`src/hw/rtl/pdc_pkg.sv`:
```
// ----------------------------------------------------------------------------
// pdc_pkg
// shared constants, register indexes and controller/datapath structs
// ----------------------------------------------------------------------------
package pdc_pkg;

    // averaging ring depth
    localparam int AVERAGE_DEPTH = 5;
    localparam int DATA_W        = 16;
    localparam int THR_W         = 8;
    localparam int RING_IDX_W    = (AVERAGE_DEPTH > 1) ? $clog2(AVERAGE_DEPTH) : 1;
    localparam int SUM_W         = DATA_W + $clog2(AVERAGE_DEPTH);
    localparam int DIV_CNT_W     = $clog2(SUM_W + 1);
    localparam int CFG_ADDR_W    = 2;

    // ring mean by reciprocal multiply, exact over the whole sum range
    localparam int MEAN_SHIFT    = SUM_W + $clog2(AVERAGE_DEPTH);
    localparam int MEAN_RECIP    = ((1 << MEAN_SHIFT) + AVERAGE_DEPTH - 1) / AVERAGE_DEPTH;
    localparam int MEAN_RECIP_W  = SUM_W + 2;

    localparam logic [DATA_W-1:0] FULL_LEVEL = {DATA_W{1'b1}};
    localparam logic [THR_W-1:0]  COUNT_MAX  = {THR_W{1'b1}};

    // register indexes
    localparam logic [CFG_ADDR_W-1:0] REG_NEAR      = 2'd0;
    localparam logic [CFG_ADDR_W-1:0] REG_FAR_INIT  = 2'd1;
    localparam logic [CFG_ADDR_W-1:0] REG_JUMP      = 2'd2;
    localparam logic [CFG_ADDR_W-1:0] REG_STUCK_THR = 2'd3;

    // register reset values
    localparam logic [DATA_W-1:0] NEAR_RESET      = 16'd510;
    localparam logic [DATA_W-1:0] FAR_RESET       = 16'd1500;
    localparam logic [DATA_W-1:0] JUMP_RESET      = 16'd100;
    localparam logic [THR_W-1:0]  STUCK_THR_RESET = 8'd5;

    // commands from controller to datapath
    typedef struct packed {
        logic load;
        logic check_take;
        logic check_drop;
        logic sum_step;
        logic div_span;
        logic take_mean;
        logic map_direct;
        logic mul;
        logic set_target;
        logic emit;
    } t_cmd;

    // status from datapath to controller
    typedef struct packed {
        logic func;
        logic jump_ok;
        logic sum_last;
        logic div_busy;
        logic map_direct;
        logic out_free;
    } t_status;

endpackage

```
`src/hw/rtl/pdc_divider.sv`:
```
// ----------------------------------------------------------------------------
// pdc_divider
// restoring divider, one quotient bit per cycle, used for the brightness slope
// ----------------------------------------------------------------------------
module pdc_divider (
    input  logic                             i_clk,
    input  logic                             i_rst_n,
    input  logic                             i_start,
    input  logic [pdc_pkg::SUM_W-1:0]        i_dividend,
    input  logic [pdc_pkg::DATA_W-1:0]       i_divisor,
    output logic                             o_busy,
    output logic [pdc_pkg::SUM_W-1:0]        o_quotient
);

    logic [pdc_pkg::DIV_CNT_W-1:0] r_cnt;
    logic                          r_busy;
    logic [pdc_pkg::SUM_W-1:0]     r_quo;
    logic [pdc_pkg::DATA_W-1:0]    r_rem;
    logic [pdc_pkg::DATA_W-1:0]    r_div;

    logic [pdc_pkg::DATA_W:0]      trial;
    logic                          fits;

    // trial subtract of the shifted remainder
    assign trial = {r_rem, r_quo[pdc_pkg::SUM_W-1]};
    assign fits  = (trial >= {1'b0, r_div});

    // control
    always_ff @(posedge i_clk) begin
        if (!i_rst_n) begin
            r_busy <= 1'b0;
            r_cnt  <= '0;
        end else if (i_start) begin
            r_busy <= 1'b1;
            r_cnt  <= pdc_pkg::DIV_CNT_W'(pdc_pkg::SUM_W);
        end else if (r_busy) begin
            r_cnt <= r_cnt - 1'b1;
            if (r_cnt == pdc_pkg::DIV_CNT_W'(1)) begin
                r_busy <= 1'b0;
            end
        end
    end

    // remainder and quotient shift
    always_ff @(posedge i_clk) begin
        if (i_start) begin
            r_quo <= i_dividend;
            r_rem <= '0;
            r_div <= i_divisor;
        end else if (r_busy) begin
            r_quo <= {r_quo[pdc_pkg::SUM_W-2:0], fits};
            r_rem <= fits ? pdc_pkg::DATA_W'(trial - {1'b0, r_div})
                          : trial[pdc_pkg::DATA_W-1:0];
        end
    end

    assign o_busy     = r_busy;
    assign o_quotient = r_quo;

endmodule

```
`src/hw/rtl/pdc_datapath.sv`:
```
// ----------------------------------------------------------------------------
// pdc_datapath
// config registers, reading filter, sample ring, mapping and output slew
// ----------------------------------------------------------------------------
module pdc_datapath (
    input  logic                                 i_clk,
    input  logic                                 i_rst_n,
    input  pdc_pkg::t_cmd                        i_cmd,
    output pdc_pkg::t_status                     o_status,
    input  logic                                 i_cfg_we,
    input  logic [pdc_pkg::CFG_ADDR_W-1:0]       i_cfg_addr,
    input  logic [pdc_pkg::DATA_W-1:0]           i_cfg_wdata,
    input  logic                                 i_func,
    input  logic [pdc_pkg::DATA_W-1:0]           i_distance,
    output logic                                 o_valid,
    input  logic                                 i_ready,
    output logic [pdc_pkg::DATA_W-1:0]           o_level
);

    // configuration
    logic [pdc_pkg::DATA_W-1:0] r_near;
    logic [pdc_pkg::DATA_W-1:0] r_jump;
    logic [pdc_pkg::THR_W-1:0]  r_stuck_thr;

    // block state
    logic [pdc_pkg::DATA_W-1:0]     r_ring [pdc_pkg::AVERAGE_DEPTH];
    logic [pdc_pkg::RING_IDX_W-1:0] r_pos;
    logic [pdc_pkg::DATA_W-1:0]     r_last;
    logic [pdc_pkg::THR_W-1:0]      r_same;
    logic [pdc_pkg::DATA_W-1:0]     r_far;
    logic [pdc_pkg::DATA_W-1:0]     r_target;
    logic [pdc_pkg::DATA_W-1:0]     r_level;
    logic                           r_valid;

    // per-word working registers
    logic                           r_func;
    logic [pdc_pkg::DATA_W-1:0]     r_dist;
    logic [pdc_pkg::RING_IDX_W-1:0] r_sum_idx;
    logic [pdc_pkg::SUM_W-1:0]      r_sum;
    logic [pdc_pkg::DATA_W-1:0]     r_mean;
    logic [pdc_pkg::DATA_W-1:0]     r_prod;

    logic [pdc_pkg::DATA_W-1:0]     delta;
    logic [pdc_pkg::THR_W-1:0]      n_same;
    logic [pdc_pkg::RING_IDX_W-1:0] ring_last;
    logic [pdc_pkg::SUM_W+pdc_pkg::MEAN_RECIP_W-1:0] mean_prod;
    logic                           map_direct;
    logic [pdc_pkg::DATA_W-1:0]     direct_level;
    logic [2*pdc_pkg::DATA_W-1:0]   product;
    logic                           div_start;
    logic [pdc_pkg::SUM_W-1:0]      div_dividend;
    logic [pdc_pkg::DATA_W-1:0]     div_divisor;
    logic                           div_busy;
    logic [pdc_pkg::SUM_W-1:0]      div_quotient;

    assign ring_last = pdc_pkg::RING_IDX_W'(pdc_pkg::AVERAGE_DEPTH - 1);

    // jump filter and identical-reading count
    assign delta  = (r_dist > r_last) ? (r_dist - r_last) : (r_last - r_dist);
    assign n_same = (r_same < pdc_pkg::COUNT_MAX) ? (r_same + 1'b1) : r_same;

    // ring mean: sum times reciprocal of the depth
    assign mean_prod = r_sum * pdc_pkg::MEAN_RECIP_W'(pdc_pkg::MEAN_RECIP);

    // trivial mappings: below near, beyond far, zero span
    assign map_direct   = (r_mean < r_near) || (r_mean > r_far) || (r_far == r_near);
    assign direct_level = (r_mean < r_near) ? pdc_pkg::FULL_LEVEL
                        : ((r_mean > r_far) ? '0 : pdc_pkg::FULL_LEVEL);

    assign product = (r_mean - r_near) * div_quotient[pdc_pkg::DATA_W-1:0];

    // slope divider: full scale by span
    assign div_start    = i_cmd.div_span;
    assign div_dividend = pdc_pkg::SUM_W'(pdc_pkg::FULL_LEVEL);
    assign div_divisor  = r_far - r_near;

    pdc_divider u_div (
        .i_clk      (i_clk),
        .i_rst_n    (i_rst_n),
        .i_start    (div_start),
        .i_dividend (div_dividend),
        .i_divisor  (div_divisor),
        .o_busy     (div_busy),
        .o_quotient (div_quotient)
    );

    // configuration registers and far limit
    always_ff @(posedge i_clk) begin
        if (!i_rst_n) begin
            r_near      <= pdc_pkg::NEAR_RESET;
            r_jump      <= pdc_pkg::JUMP_RESET;
            r_stuck_thr <= pdc_pkg::STUCK_THR_RESET;
            r_far       <= pdc_pkg::FAR_RESET;
        end else begin
            if (i_cfg_we) begin
                case (i_cfg_addr)
                    pdc_pkg::REG_NEAR:      r_near      <= i_cfg_wdata;
                    pdc_pkg::REG_FAR_INIT:  r_far       <= i_cfg_wdata;
                    pdc_pkg::REG_JUMP:      r_jump      <= i_cfg_wdata;
                    pdc_pkg::REG_STUCK_THR: r_stuck_thr <= i_cfg_wdata[pdc_pkg::THR_W-1:0];
                    default: ;
                endcase
            end
            if (i_cmd.check_take && (r_dist == r_last) && (n_same > r_stuck_thr)) begin
                r_far <= r_dist;
            end
        end
    end

    // reading history, ring and target
    always_ff @(posedge i_clk) begin
        if (!i_rst_n) begin
            for (int i = 0; i < pdc_pkg::AVERAGE_DEPTH; i++) begin
                r_ring[i] <= '0;
            end
            r_pos    <= '0;
            r_last   <= '0;
            r_same   <= '0;
            r_target <= '0;
        end else begin
            if (i_cmd.check_take) begin
                r_same        <= (r_dist == r_last) ? n_same : '0;
                r_ring[r_pos] <= r_dist;
                r_pos         <= (r_pos == ring_last) ? '0 : (r_pos + 1'b1);
            end
            if (i_cmd.check_take || i_cmd.check_drop) begin
                r_last <= r_dist;
            end
            if (i_cmd.map_direct) begin
                r_target <= direct_level;
            end else if (i_cmd.set_target) begin
                // low half of full scale minus product
                r_target <= ~r_prod;
            end
        end
    end

    // working registers
    always_ff @(posedge i_clk) begin
        if (i_cmd.load) begin
            r_func <= i_func;
            r_dist <= i_distance;
        end
        if (i_cmd.check_take) begin
            r_sum     <= '0;
            r_sum_idx <= '0;
        end else if (i_cmd.sum_step) begin
            r_sum     <= r_sum + pdc_pkg::SUM_W'(r_ring[r_sum_idx]);
            r_sum_idx <= (r_sum_idx == ring_last) ? '0 : (r_sum_idx + 1'b1);
        end
        if (i_cmd.take_mean) begin
            r_mean <= mean_prod[pdc_pkg::MEAN_SHIFT +: pdc_pkg::DATA_W];
        end
        if (i_cmd.mul) begin
            r_prod <= product[pdc_pkg::DATA_W-1:0];
        end
    end

    // output level slew and output register
    always_ff @(posedge i_clk) begin
        if (!i_rst_n) begin
            r_level <= '0;
            r_valid <= 1'b0;
        end else if (i_cmd.emit) begin
            if (r_target > r_level) begin
                r_level <= r_level + 1'b1;
            end else if (r_target < r_level) begin
                r_level <= r_level - 1'b1;
            end
            r_valid <= 1'b1;
        end else if (i_ready) begin
            r_valid <= 1'b0;
        end
    end

    assign o_status.func       = r_func;
    assign o_status.jump_ok    = (delta < r_jump);
    assign o_status.sum_last   = (r_sum_idx == ring_last);
    assign o_status.div_busy   = div_busy;
    assign o_status.map_direct = map_direct;
    assign o_status.out_free   = !r_valid || i_ready;

    assign o_valid = r_valid;
    assign o_level = r_level;

endmodule

```
`src/hw/rtl/pdc_controller.sv`:
```
// ----------------------------------------------------------------------------
// pdc_controller
// sequences one tick word through filter, sum, mean, divide and mapping
// ----------------------------------------------------------------------------
module pdc_controller (
    input  logic             i_clk,
    input  logic             i_rst_n,
    input  logic             i_valid,
    output logic             o_ready,
    input  pdc_pkg::t_status i_status,
    output pdc_pkg::t_cmd    o_cmd
);

    typedef enum logic [3:0] {
        S_IDLE,
        S_CHECK,
        S_SUM,
        S_MEAN,
        S_MAP,
        S_SPAN_WAIT,
        S_TARGET,
        S_FINISH
    } t_state;

    t_state r_state;
    t_state n_state;

    // command decode and next state
    always_comb begin
        o_cmd   = '0;
        n_state = r_state;
        case (r_state)
            S_IDLE: begin
                if (i_valid) begin
                    o_cmd.load = 1'b1;
                    n_state    = S_CHECK;
                end
            end
            S_CHECK: begin
                if (!i_status.func) begin
                    n_state = S_FINISH;
                end else if (i_status.jump_ok) begin
                    o_cmd.check_take = 1'b1;
                    n_state          = S_SUM;
                end else begin
                    o_cmd.check_drop = 1'b1;
                    n_state          = S_FINISH;
                end
            end
            S_SUM: begin
                o_cmd.sum_step = 1'b1;
                if (i_status.sum_last) begin
                    n_state = S_MEAN;
                end
            end
            S_MEAN: begin
                o_cmd.take_mean = 1'b1;
                n_state         = S_MAP;
            end
            S_MAP: begin
                if (i_status.map_direct) begin
                    o_cmd.map_direct = 1'b1;
                    n_state          = S_FINISH;
                end else begin
                    o_cmd.div_span = 1'b1;
                    n_state        = S_SPAN_WAIT;
                end
            end
            S_SPAN_WAIT: begin
                if (!i_status.div_busy) begin
                    o_cmd.mul = 1'b1;
                    n_state   = S_TARGET;
                end
            end
            S_TARGET: begin
                o_cmd.set_target = 1'b1;
                n_state          = S_FINISH;
            end
            S_FINISH: begin
                if (i_status.out_free) begin
                    o_cmd.emit = 1'b1;
                    n_state    = S_IDLE;
                end
            end
            default: begin
                n_state = S_IDLE;
            end
        endcase
    end

    // state register
    always_ff @(posedge i_clk) begin
        if (!i_rst_n) begin
            r_state <= S_IDLE;
        end else begin
            r_state <= n_state;
        end
    end

    assign o_ready = (r_state == S_IDLE);

endmodule

```
`src/hw/rtl/proximity_dimmer_control.sv`:
```
// ----------------------------------------------------------------------------
// proximity_dimmer_control
// distance-driven dimmer: filters readings, averages them and slews brightness
// ----------------------------------------------------------------------------
// Each input word is one control tick; tuser set means tdata carries a new
// distance reading. Every tick gives exactly one output word with the slewed
// brightness. A tick without a reading, or with a reading rejected by the jump
// filter, goes from the check straight to output. An accepted reading is
// summed over the ring and averaged, then either maps straight to full or
// zero or is scaled by the brightness slope; its duration is set by the
// ring summed one entry per cycle and, when scaled, by the one-bit-per-cycle
// divider for the slope, the mean itself being a single reciprocal multiply.
// One tick is in flight at a time; the next may be accepted while the
// previous output word still waits to be taken, and that tick then holds in
// its last cycle until the waiting word is taken.
module proximity_dimmer_control (
    input  logic                               i_clk,
    input  logic                               i_rst_n,
    // tick stream
    input  logic                               s_axis_tvalid,
    output logic                               s_axis_tready,
    input  logic [15:0]                        s_axis_tdata,  // [15:0] distance
    input  logic                               s_axis_tuser,  // [0] func
    // brightness stream
    output logic                               m_axis_tvalid,
    input  logic                               m_axis_tready,
    output logic [15:0]                        m_axis_tdata,  // [15:0] brightness
    // configuration writes
    input  logic                               i_cfg_we,
    input  logic [pdc_pkg::CFG_ADDR_W-1:0]     i_cfg_addr,
    input  logic [15:0]                        i_cfg_wdata
);

    pdc_pkg::t_cmd    cmd;
    pdc_pkg::t_status status;

    // sequencer
    pdc_controller u_ctrl (
        .i_clk    (i_clk),
        .i_rst_n  (i_rst_n),
        .i_valid  (s_axis_tvalid),
        .o_ready  (s_axis_tready),
        .i_status (status),
        .o_cmd    (cmd)
    );

    // datapath
    pdc_datapath u_dp (
        .i_clk       (i_clk),
        .i_rst_n     (i_rst_n),
        .i_cmd       (cmd),
        .o_status    (status),
        .i_cfg_we    (i_cfg_we),
        .i_cfg_addr  (i_cfg_addr),
        .i_cfg_wdata (i_cfg_wdata),
        .i_func      (s_axis_tuser),
        .i_distance  (s_axis_tdata),
        .o_valid     (m_axis_tvalid),
        .i_ready     (m_axis_tready),
        .o_level     (m_axis_tdata)
    );

endmodule

```
`config.mk`:
```
export PLATFORM = sky130hd
export DESIGN_NAME = proximity_dimmer_control
export DESIGN_NICKNAME = d
export VERILOG_FILES = /design/src/hw/rtl/pdc_pkg.sv /design/src/hw/rtl/pdc_divider.sv /design/src/hw/rtl/pdc_datapath.sv /design/src/hw/rtl/pdc_controller.sv /design/src/hw/rtl/proximity_dimmer_control.sv
export SDC_FILE = /design/constraint.sdc
export NUM_CORES = 1
export LEC_CHECK = 0
export BUFFER_PORTS_ARGS = -buffer_cell sky130_fd_sc_hd__buf_2
export CAP_MARGIN = 25
export CORE_ASPECT_RATIO = 0.5
export CORE_MARGIN = 4
export CORE_UTILIZATION = 35
export CTS_BUF_LIST = sky130_fd_sc_hd__clkbuf_4 sky130_fd_sc_hd__clkbuf_8
export DETAILED_ROUTE_END_ITERATION = 8
export SLEW_MARGIN = 0
export SYNTH_ARGS = -nofsm -noshare
export SYNTH_HDL_FRONTEND = slang
export SYNTH_SLANG_ARGS = --single-unit
```
`constraint.sdc`:
```
create_clock -name i_clk -period 15.55 [get_ports i_clk]
set_clock_uncertainty 0.05 [all_clocks]
set_input_delay 1.555 -clock i_clk [delete_from_list [all_inputs] [get_ports i_clk]]
set_output_delay 1.555 -clock i_clk [all_outputs]
set_load 0.03 [all_outputs]
```
Yosys cells after proc, flatten, opt, wreduce, memory -nomap -nowiden
Memory sizes are Yosys's and may differ from the RTL's. A register that Yosys moved wholly into a read port is not among the register bits.
Index checks and enable logic that the tools add are counted.
{"block": "op_classes", "n_addsub": 12, "multipliers": 2, "magnitude_cmp": 9, "eq_ne": 19, "muxes": 56, "bitwise_logic": 2, "n_reduce_logical": 23}
{"cell": "$mux W16", "n": 12}
{"cell": "$sub A16 B16 Y16", "n": 4}
{"cell": "$gt A16 B16 Y1", "n": 3}
{"cell": "$lt A16 B16 Y1", "n": 3}
{"cell": "$mul A19 B20 Y38 const B", "n": 1}
{"cell": "$eq A16 B16 Y1", "n": 2}
{"cell": "$mul A32 B16 Y16", "n": 1}
{"cell": "$pmux W4 S8", "n": 1}
{"cell": "$mux W1", "n": 25}
{"cell": "$mux W3", "n": 7}
{"cell": "$add A19 B16 Y19", "n": 1}
{"cell": "$ge A17 B16 Y1", "n": 1}
{"cell": "$sub A16 B16 Y17", "n": 1}
{"cell": "$add A16 B1 Y16 const B", "n": 1}
{"cell": "$eq A4 B3 Y1 const B", "n": 4}
{"cell": "$mux W4", "n": 4}
{"cell": "$mux W8", "n": 2}
{"cell": "$not A16 Y16", "n": 1}
{"cell": "$reduce_or A16 Y1", "n": 1}
{"cell": "$sub A16 B1 Y16 const B", "n": 1}
{"cell": "$reduce_bool A2 Y1", "n": 6}
{"cell": "$mux W5", "n": 2}
{"cell": "$reduce_and A2 Y1", "n": 5}
{"cell": "$add A8 B1 Y8 const B", "n": 1}
{"cell": "20 further kinds", "n": 33}
{"block": "word_totals", "reg_bits": 248, "mem_bits_rw": 80, "in_bits": 40, "out_inout_bits": 18, "n_memories": 1}
{"memory": "u_dp.r_ring", "words": 5, "word_bits": 16, "read_ports": 1, "rd_ports_with_merged_regs": 1, "wr": 5, "line_no": "pdc_datapath.sv:26", "rtl": "logic [pdc_pkg::DATA_W-1:0] r_ring [pdc_pkg::AVERAGE_DEPTH];"}

Depth between registers and ports, before layout
Gate-level depths: netlist (run 1).
{"block": "depth", "depth_word": 11, "ltp_mapped": 30, "depth_no_buf": 30}

Cells and area by module
Synthesis (run 1) repeated with hierarchy kept, for this count alone.
{"block": "unflattened", "hier_cells": 3057, "area_unflattened_um2": 30043.8}
{"module": "pdc_datapath", "instances": 1, "cells_each": 2731, "area_each_um2": 26590.5, "seq_area_each_um2": 8137.8}
{"module": "pdc_divider", "instances": 1, "cells_each": 278, "area_each_um2": 3141.8, "seq_area_each_um2": 1491.4}
{"module": "pdc_controller", "instances": 1, "cells_each": 48, "area_each_um2": 311.5, "seq_area_each_um2": 60.1}

Worst setup path before layout (run 1)
OpenSTA, ideal clock, no wires.
{"block": "synth_path", "path_type": "reg-to-reg", "start": "register u_dp.r_mean[4] (netlist bit)", "end": "register u_dp.r_prod[15] (netlist bit) (data pin)", "setup_ps": 260, "t_arrival_ps": 6926, "setup_slack_ps": 8314, "path_stages_with_launch": 29, "n_path_buf": 0, "period_less_slack_ps": 7236, "path_cell_list": "edfxtp_1 > ha_1 > and2_1 > a31oi_1 > nand3_1 > a41oi_2 > nor2b_1 > o31ai_1 > xnor2_1 > nand2_1 > fa_1 > fa_1 > inv_1 > fa_1 > fa_1 > inv_1 > fa_1 > fa_1 > xor2_1 > xnor2_1 > xnor2_1 > xnor2_1 > xnor2_1 > xnor2_1 > xnor3_1 > xnor2_1 > xnor2_1 > xnor2_1 > xnor2_1"}
{"block": "synth_via", "elab_chain_cells": 2}
{"element": "start, declared", "line_no": "pdc_datapath.sv:40", "rtl": "logic [pdc_pkg::DATA_W-1:0] r_mean;"}
{"element": "start signal, assigned", "line_no": "pdc_datapath.sv:152", "rtl": "r_mean <= mean_prod[pdc_pkg::MEAN_SHIFT +: pdc_pkg::DATA_W];"}
{"element": "$sub A16 B16 Y17", "line_no": "pdc_datapath.sv:70", "rtl": "assign product = (r_mean - r_near) * div_quotient[pdc_pkg::DATA_W-1:0];"}
{"element": "$mul A32 B16 Y16", "line_no": "pdc_datapath.sv:70"}
{"element": "net u_dp.product, one bit", "line_no": "pdc_datapath.sv:49", "rtl": "logic [2*pdc_pkg::DATA_W-1:0] product;"}
{"element": "end signal, assigned", "line_no": "pdc_datapath.sv:155", "rtl": "r_prod <= product[pdc_pkg::DATA_W-1:0];"}
{"element": "end, declared", "line_no": "pdc_datapath.sv:41", "rtl": "logic [pdc_pkg::DATA_W-1:0] r_prod;"}
The timed path passes the listed nets, and every way through them passes these cells.
A chain may end at the register's enable or synchronous reset.

Final worst setup path (run 1)
{"block": "layout_path", "start": "register u_dp.r_mean[0] (netlist bit)", "end": "register u_dp.r_prod[15] (netlist bit) (data pin)"}
Same word-level chain as after synthesis.

==> results.json, run 1 <==
{
  "async_flop_share_pct": 0,
  "cp-end-kind": "flop",
  "cpMostUsedCell": "xnor2_1",
  "cts.clk_slew.worst_paths_ns": 0.07,
  "syn2layout_area_growth_pct": 9.78,
  "holdBufCountCts": 0,
  "synth.area.top_cells": "edfxtp_1, ha_1, fa_1, dfxtp_1, inv_1",
  "avgRoutedWirePerCell_um": 16.7,
  "cp.required_ns": 15.90,
  "seqCellArea_um2": 9500,
  "cts-root-buf": "clkbuf_8",
  "vias_per_cell": 4.96,
  "slew_headroom_pct": 33.5,
  "htreeDepth": 3,
  "post-route-period-util_pct": 50.4,
  "syn_area_um2": 29800,
  "setup-tns-final_ns": 0,
  "max-cap-violations": 0,
  "setup_viol": 0,
  "start_util_pct": 35.4,
  "multi_input_area_um2": 18400,
  "rsz0062_at_grt": "no",
  "postCtsSetupBuffers": 0,
  "ys_seq_area_share_pct": 31.9,
  "port-buffer-count": 57,
  "cp_max_fo": 10,
  "startpoint_type": "flop",
  "cp.arrival_ns": 8.18,
  "rows": 75,
  "synth.distinct_cells": 84,
  "grt_max_degree": 89,
  "cts.repair.resized": 0,
  "cts_inserted_buffers": 66,
  "drtIter0Drc": 1124,
  "min_period_ns": 7.83,
  "syn_inst": 2989,
  "synth_top_area_share_pct": 19.4,
  "max_freq_mhz": 128,
  "n_fill_cell": 8236,
  "die_y_um": 214,
  "grt_pass1_vias": 21370,
  "gr-total-overflow": 0,
  "synth-main-ff-cell": "edfxtp_1",
  "dp_hpwl_um": 54300,
  "max_stage_delay_ns": 0.64,
  "wl_um": 70500,
  "synth_edf_count": 193,
  "cts.sinks": 378,
  "syn-num-nets": 3568,
  "hold_viol": 0,
  "via_count": 20884,
  "drtPass1Iterations": 5,
  "clockBufferDepth": 3,
  "final_nets": 3623,
  "path_delay_family": "adder cells",
  "outcome": "finished, final reports clean",
  "cts_tree": "done",
  "grt_util_all_layers_pct": 15.9,
  "yosys_warnings": 0,
  "clkLatencyLatePin_ns": 0.66,
  "die_x_um": 421,
  "worst-setup-path-type": "flop to flop",
  "worstMarginPinSlew_ns": 0.994,
  "drive_gt1_share_pct": 9.53,
  "grt_pass1_wl_um": 115000,
  "synth-seq-cells": 378,
  "antenna_found_initial": 2,
  "ios": 58,
  "crit_buf_inv": 3,
  "drc": 0,
  "hold_class": "flop to flop",
  "design.die.area_um2": 90200,
  "finalMaxSlewViolations": 0,
  "core_um2": 84200,
  "critPathSlowestCell": "xor2_1",
  "synth.avg_cell_area_um2": 9.97,
  "synth_top_area_cell": "edfxtp_1",
  "drtAntennaViolNets": 0,
  "gp_congestion": 0.891
}
sequential cells by signal, indices dropped and copies added, names as in the netlist, named ones only:
| name | count |
|---|---|
| u_dp.u_div.o_quotient | 19 |
| u_dp.r_sum_idx | 3 |
| u_dp.r_prod | 16 |
| u_dp.r_pos | 3 |
| u_dp.r_func | 1 |
| u_dp.u_div.r_div | 16 |
| u_dp.r_far | 16 |
| u_dp.r_ring | 128 |
| u_dp.u_div.r_cnt | 5 |
| u_dp.o_valid | 1 |
| u_dp.r_last | 16 |
| u_dp.r_stuck_thr | 8 |
| u_dp.r_mean | 16 |
| u_dp.r_same | 8 |
| u_ctrl.r_state | 3 |
| u_dp.r_jump | 16 |
| u_dp.u_div.o_busy | 1 |
| u_dp.u_div.r_rem | 16 |
| u_dp.r_near | 16 |
| u_dp.r_target | 16 |
| u_dp.r_dist | 16 |
| u_dp.o_level | 16 |
| u_dp.r_sum | 19 |
cell usage after synthesis (all sizes together) (31+ instances only):
cell	instances
a211oi	38
inv	430
clkbuf	77
nor3	31
xnor2	88
xor2	38
dfxtp	185
nor2b	61
and2	140
mux2i	59
nand2	280
a21boi	68
mux4	32
a21o	70
nand3	56
o21ai	71
edfxtp	193
nor2	128
a21oi	115
ha	353
fa	186
path summary, 6_finish.rpt:
| path | from | slack, ns | cells past startpoint | to |
|---|---|---|---|---|
| worst min-delay path | u_dp.r_prod[0]$_DFFE_PP_ | 0.35 | 1 | u_dp.r_target[0]$_SDFFE_PN0P_ |
| worst min register to register | u_dp.r_prod[0]$_DFFE_PP_ | 0.35 | 1 | u_dp.r_target[0]$_SDFFE_PN0P_ |
| worst max-delay path | u_dp.r_mean[0]$_DFFE_PN_ | 7.72 | 27 | u_dp.r_prod[15]$_DFFE_PP_ |
| worst max register to register | u_dp.r_mean[0]$_DFFE_PN_ | 7.72 | 27 | u_dp.r_prod[15]$_DFFE_PP_ |
cell families (layout without fill, tap and decap cells):
logic type / Yosys count / count (layout) / synth area share [%]
compound gates: 492 / 492 / 11.4
xor+xnor: 128 / 128 / 3.85
fa+ha+maj: 539 / 539 / 27.3
buf+inv: 528 / 633 / 6.78
flops: 378 / 378 / 31.9
mux: 108 / 108 / 5.04
other cells: 0 / 1 / 0
simple gates: 816 / 816 / 13.7
area by class of cell:
type / instances / area share [%]
multi-input combinational: 2083 / 56.1
sequential: 378 / 29.0
inverter: 430 / 4.93
tap: 1116 / 4.27
clock buffer: 90 / 3.40
timing repair buffer: 85 / 1.70
clock inverter: 28 / 0.596
antenna: 1 / 0.00765
per-layer routing:
layer	track usage [%]	routed length [um]	vias to the layer above
met3	2.37	2670	115
met2	25.6	32300	371
met5	0	0	-
met4	5.56	2240	0
met1	21.8	33300	10162
li1	-	-	10236
layout by cell type, fill, tap and decap left out, types with 24 or more instances in the layout:
| master | instances |
|---|---|
| o21ai_0 | 65 |
| buf_2 | 56 |
| a21oi_1 | 112 |
| nor2_1 | 127 |
| nor2b_1 | 61 |
| clkbuf_8 | 70 |
| buf_4 | 24 |
| nor3_1 | 25 |
| inv_1 | 429 |
| nand2_1 | 280 |
| nand3_1 | 55 |
| mux4_2 | 32 |
| a21o_1 | 70 |
| edfxtp_1 | 193 |
| nand2b_1 | 24 |
| a21boi_0 | 62 |
| ha_1 | 353 |
| xnor2_1 | 88 |
| a211oi_1 | 37 |
| fa_1 | 186 |
| o21a_1 | 29 |
| xor2_1 | 38 |
| dfxtp_1 | 183 |
| and2_1 | 139 |
| mux2i_1 | 59 |
stage by stage:
stage	util [%]	area [um2]	cells	setup WS, ns	hold slack (ns)
after floorplan	-	29800	2989	8.31	0.355
after global placement	37.2	31300	4085	7.84	0.363
after detailed placement	37.2	31400	4088	7.72	0.364
after CTS	38.8	32700	4206	7.70	0.355
after global routing	38.9	32700	4211	7.27	0.382
final	38.9	32700	4211	7.72	0.353
Power of run 1 is not shown: default switching activity piles up to over one toggle a cycle in this logic, so the estimate is an artifact.
==> inputs of run 2 (changes only) <==
==> constraint.sdc (replaced) <==
create_clock -name i_clk -period 7.4 [get_ports i_clk]
set_clock_uncertainty 0.05 [all_clocks]
set_input_delay 0.74 -clock i_clk [delete_from_list [all_inputs] [get_ports i_clk]]
set_output_delay 0.74 -clock i_clk [all_outputs]
set_load 0.03 [all_outputs]
==> results.json, run 2 (synthesis results as in run 1) <==
{
  "outcome": "finished, final reports clean",
  "vias_per_cell": 4.91,
  "final_common_cell": "inv_1",
  "die_x_um": 421,
  "layout_common_cells": "inv_1, ha_1, nand2_1",
  "design.die.area_um2": 90200,
  "rsz0062_at_grt": "yes",
  "max_freq_mhz": 138,
  "drtIter0Drc": 977,
  "cts_inserted_buffers": 66,
  "final_nets": 3684,
  "cp_max_fo": 4,
  "via_count": 20981,
  "antenna_found_initial": 0,
  "grt_util_all_layers_pct": 16.0,
  "cts.clk_slew.worst_paths_ns": 0.07,
  "dp.cells": 4143,
  "regMostFlops": "u_dp.r_ring",
  "worstMarginPinSlew_ns": 0.972,
  "finalMaxSlewViolations": 0,
  "clockBufferDepth": 3,
  "max_stage_delay_ns": 0.56,
  "seqCellArea_um2": 9500,
  "post-route-period-util_pct": 98.0,
  "max-cap-violations": 0,
  "gp_congestion": 0.882,
  "core_um2": 84200,
  "min_period_ns": 7.25,
  "holdBufCountCts": 0,
  "grt_pass1_vias": 21673,
  "dp_hpwl_um": 54500,
  "drive_gt1_share_pct": 12.2,
  "cpMostUsedCell": "xnor2_1",
  "setup-tns-final_ns": 0,
  "htreeDepth": 3,
  "cts.sinks": 378,
  "setup_ws_ns": 0.145,
  "drc": 0,
  "worst-setup-path-type": "flop to flop",
  "die_y_um": 214,
  "cts_tree": "done",
  "placed_cell_area_um2": 31700,
  "cp.arrival_ns": 7.62,
  "avgRoutedWirePerCell_um": 16.5,
  "rr_worst_depth": 28,
  "hold_viol": 0,
  "multi_input_area_um2": 18500,
  "syn2layout_area_growth_pct": 12.0,
  "start_util_pct": 35.4,
  "grt_pass1_wl_um": 115000,
  "fin_area_um2": 33400,
  "hold_class": "input pin to flop",
  "ios": 58,
  "cp-end-kind": "flop",
  "n_fill_cell": 8184,
  "drtPass1Iterations": 5,
  "drtAntennaViolNets": 0,
  "wl_um": 70600,
  "rows": 75,
  "largest_register_ffs": 128,
  "slew_headroom_pct": 35.1,
  "cts-root-buf": "clkbuf_8",
  "port-buffer-count": 57,
  "dp_slack_ns": -0.268,
  "clkLatencyLatePin_ns": 0.68,
  "cp.required_ns": 7.76,
  "gr-total-overflow": 0,
  "critPathSlowestCell": "fa_1",
  "instances_no_fill": 4274,
  "setup_viol": 0,
  "hold_depth": 1,
  "startpoint_type": "flop",
  "grt_max_degree": 74
}
[run 2: cell count changes in the layout (fill, tap and decap cells not counted), moves of 3 or more]
cell | previous run | this run
clkbuf_8 | 70 | 78
xnor2_2 | 0 | 3
xnor2_1 | 88 | 85
clkinv_1 | 10 | 6
nand3_2 | 1 | 5
nand3_1 | 55 | 51
fa_1 | 186 | 181
bufinv_16 | 1 | 5
fa_2 | 0 | 5
buf_4 | 24 | 88
[run 2: area by class of cell]
cell class | instances | area share, %
clock buffer | 97 | 3.64
timing repair buffer | 146 | 2.90
inverter | 430 | 4.83
clock inverter | 23 | 0.745
tap | 1116 | 4.18
antenna | 1 | 0.00749
multi-input combinational | 2083 | 55.3
sequential | 378 | 28.4
[run 2: critical path: cells and delay by family, from the launching register on]
kind	cells	cell delay, ns
adder cells (fa/ha/maj)	7	3.13
XOR/XNOR	12	2.08
AO/OA/AOI/OAI	3	0.77
AND/OR/NAND/NOR	4	0.46
flip-flops	1	0.42
buffers and inverters	2	0.10
[run 2: metrics by stage]
stage | hold WS, ns | utilization [%]
final | 0.205 | 39.7
after global routing | 0.145 | 39.7
after CTS | 0.150 | 39.5
after detailed placement | 0.370 | 37.7
after global placement | 0.363 | 37.7
after floorplan | 0.355 | -
[run 2: what timing repair did]
item	4_1_cts	5_1_grt
endpoints found under the setup margin	1	1
resized for setup	6	21
pin swaps	9	29
setup buffers	3	4
[run 2: path summary, 6_finish.rpt]
kind	endpoint	slack [ns]	from
max	u_dp.r_prod[15]$_DFFE_PP_	0.15	u_dp.r_mean[1]$_DFFE_PN_
min	u_dp.r_dist[13]$_DFFE_PP_	0.20	s_axis_tdata[13]
max reg2reg	u_dp.r_prod[15]$_DFFE_PP_	0.15	u_dp.r_mean[1]$_DFFE_PN_
min reg2reg	u_dp.r_target[0]$_SDFFE_PN0P_	0.37	u_dp.r_prod[0]$_DFFE_PP_
[run 2: layer usage]
metal	share of wire [%]	routed length, um	GRT usage (%)	up-vias
met3	4.4	3110	3.02	118
met4	3.7	2580	5.80	0
li1	-	-	-	10363
met2	46	32400	25.9	347
met1	46	32500	21.3	10153
met5	0	0	0	-
Power of run 2 is left out for the same reason.
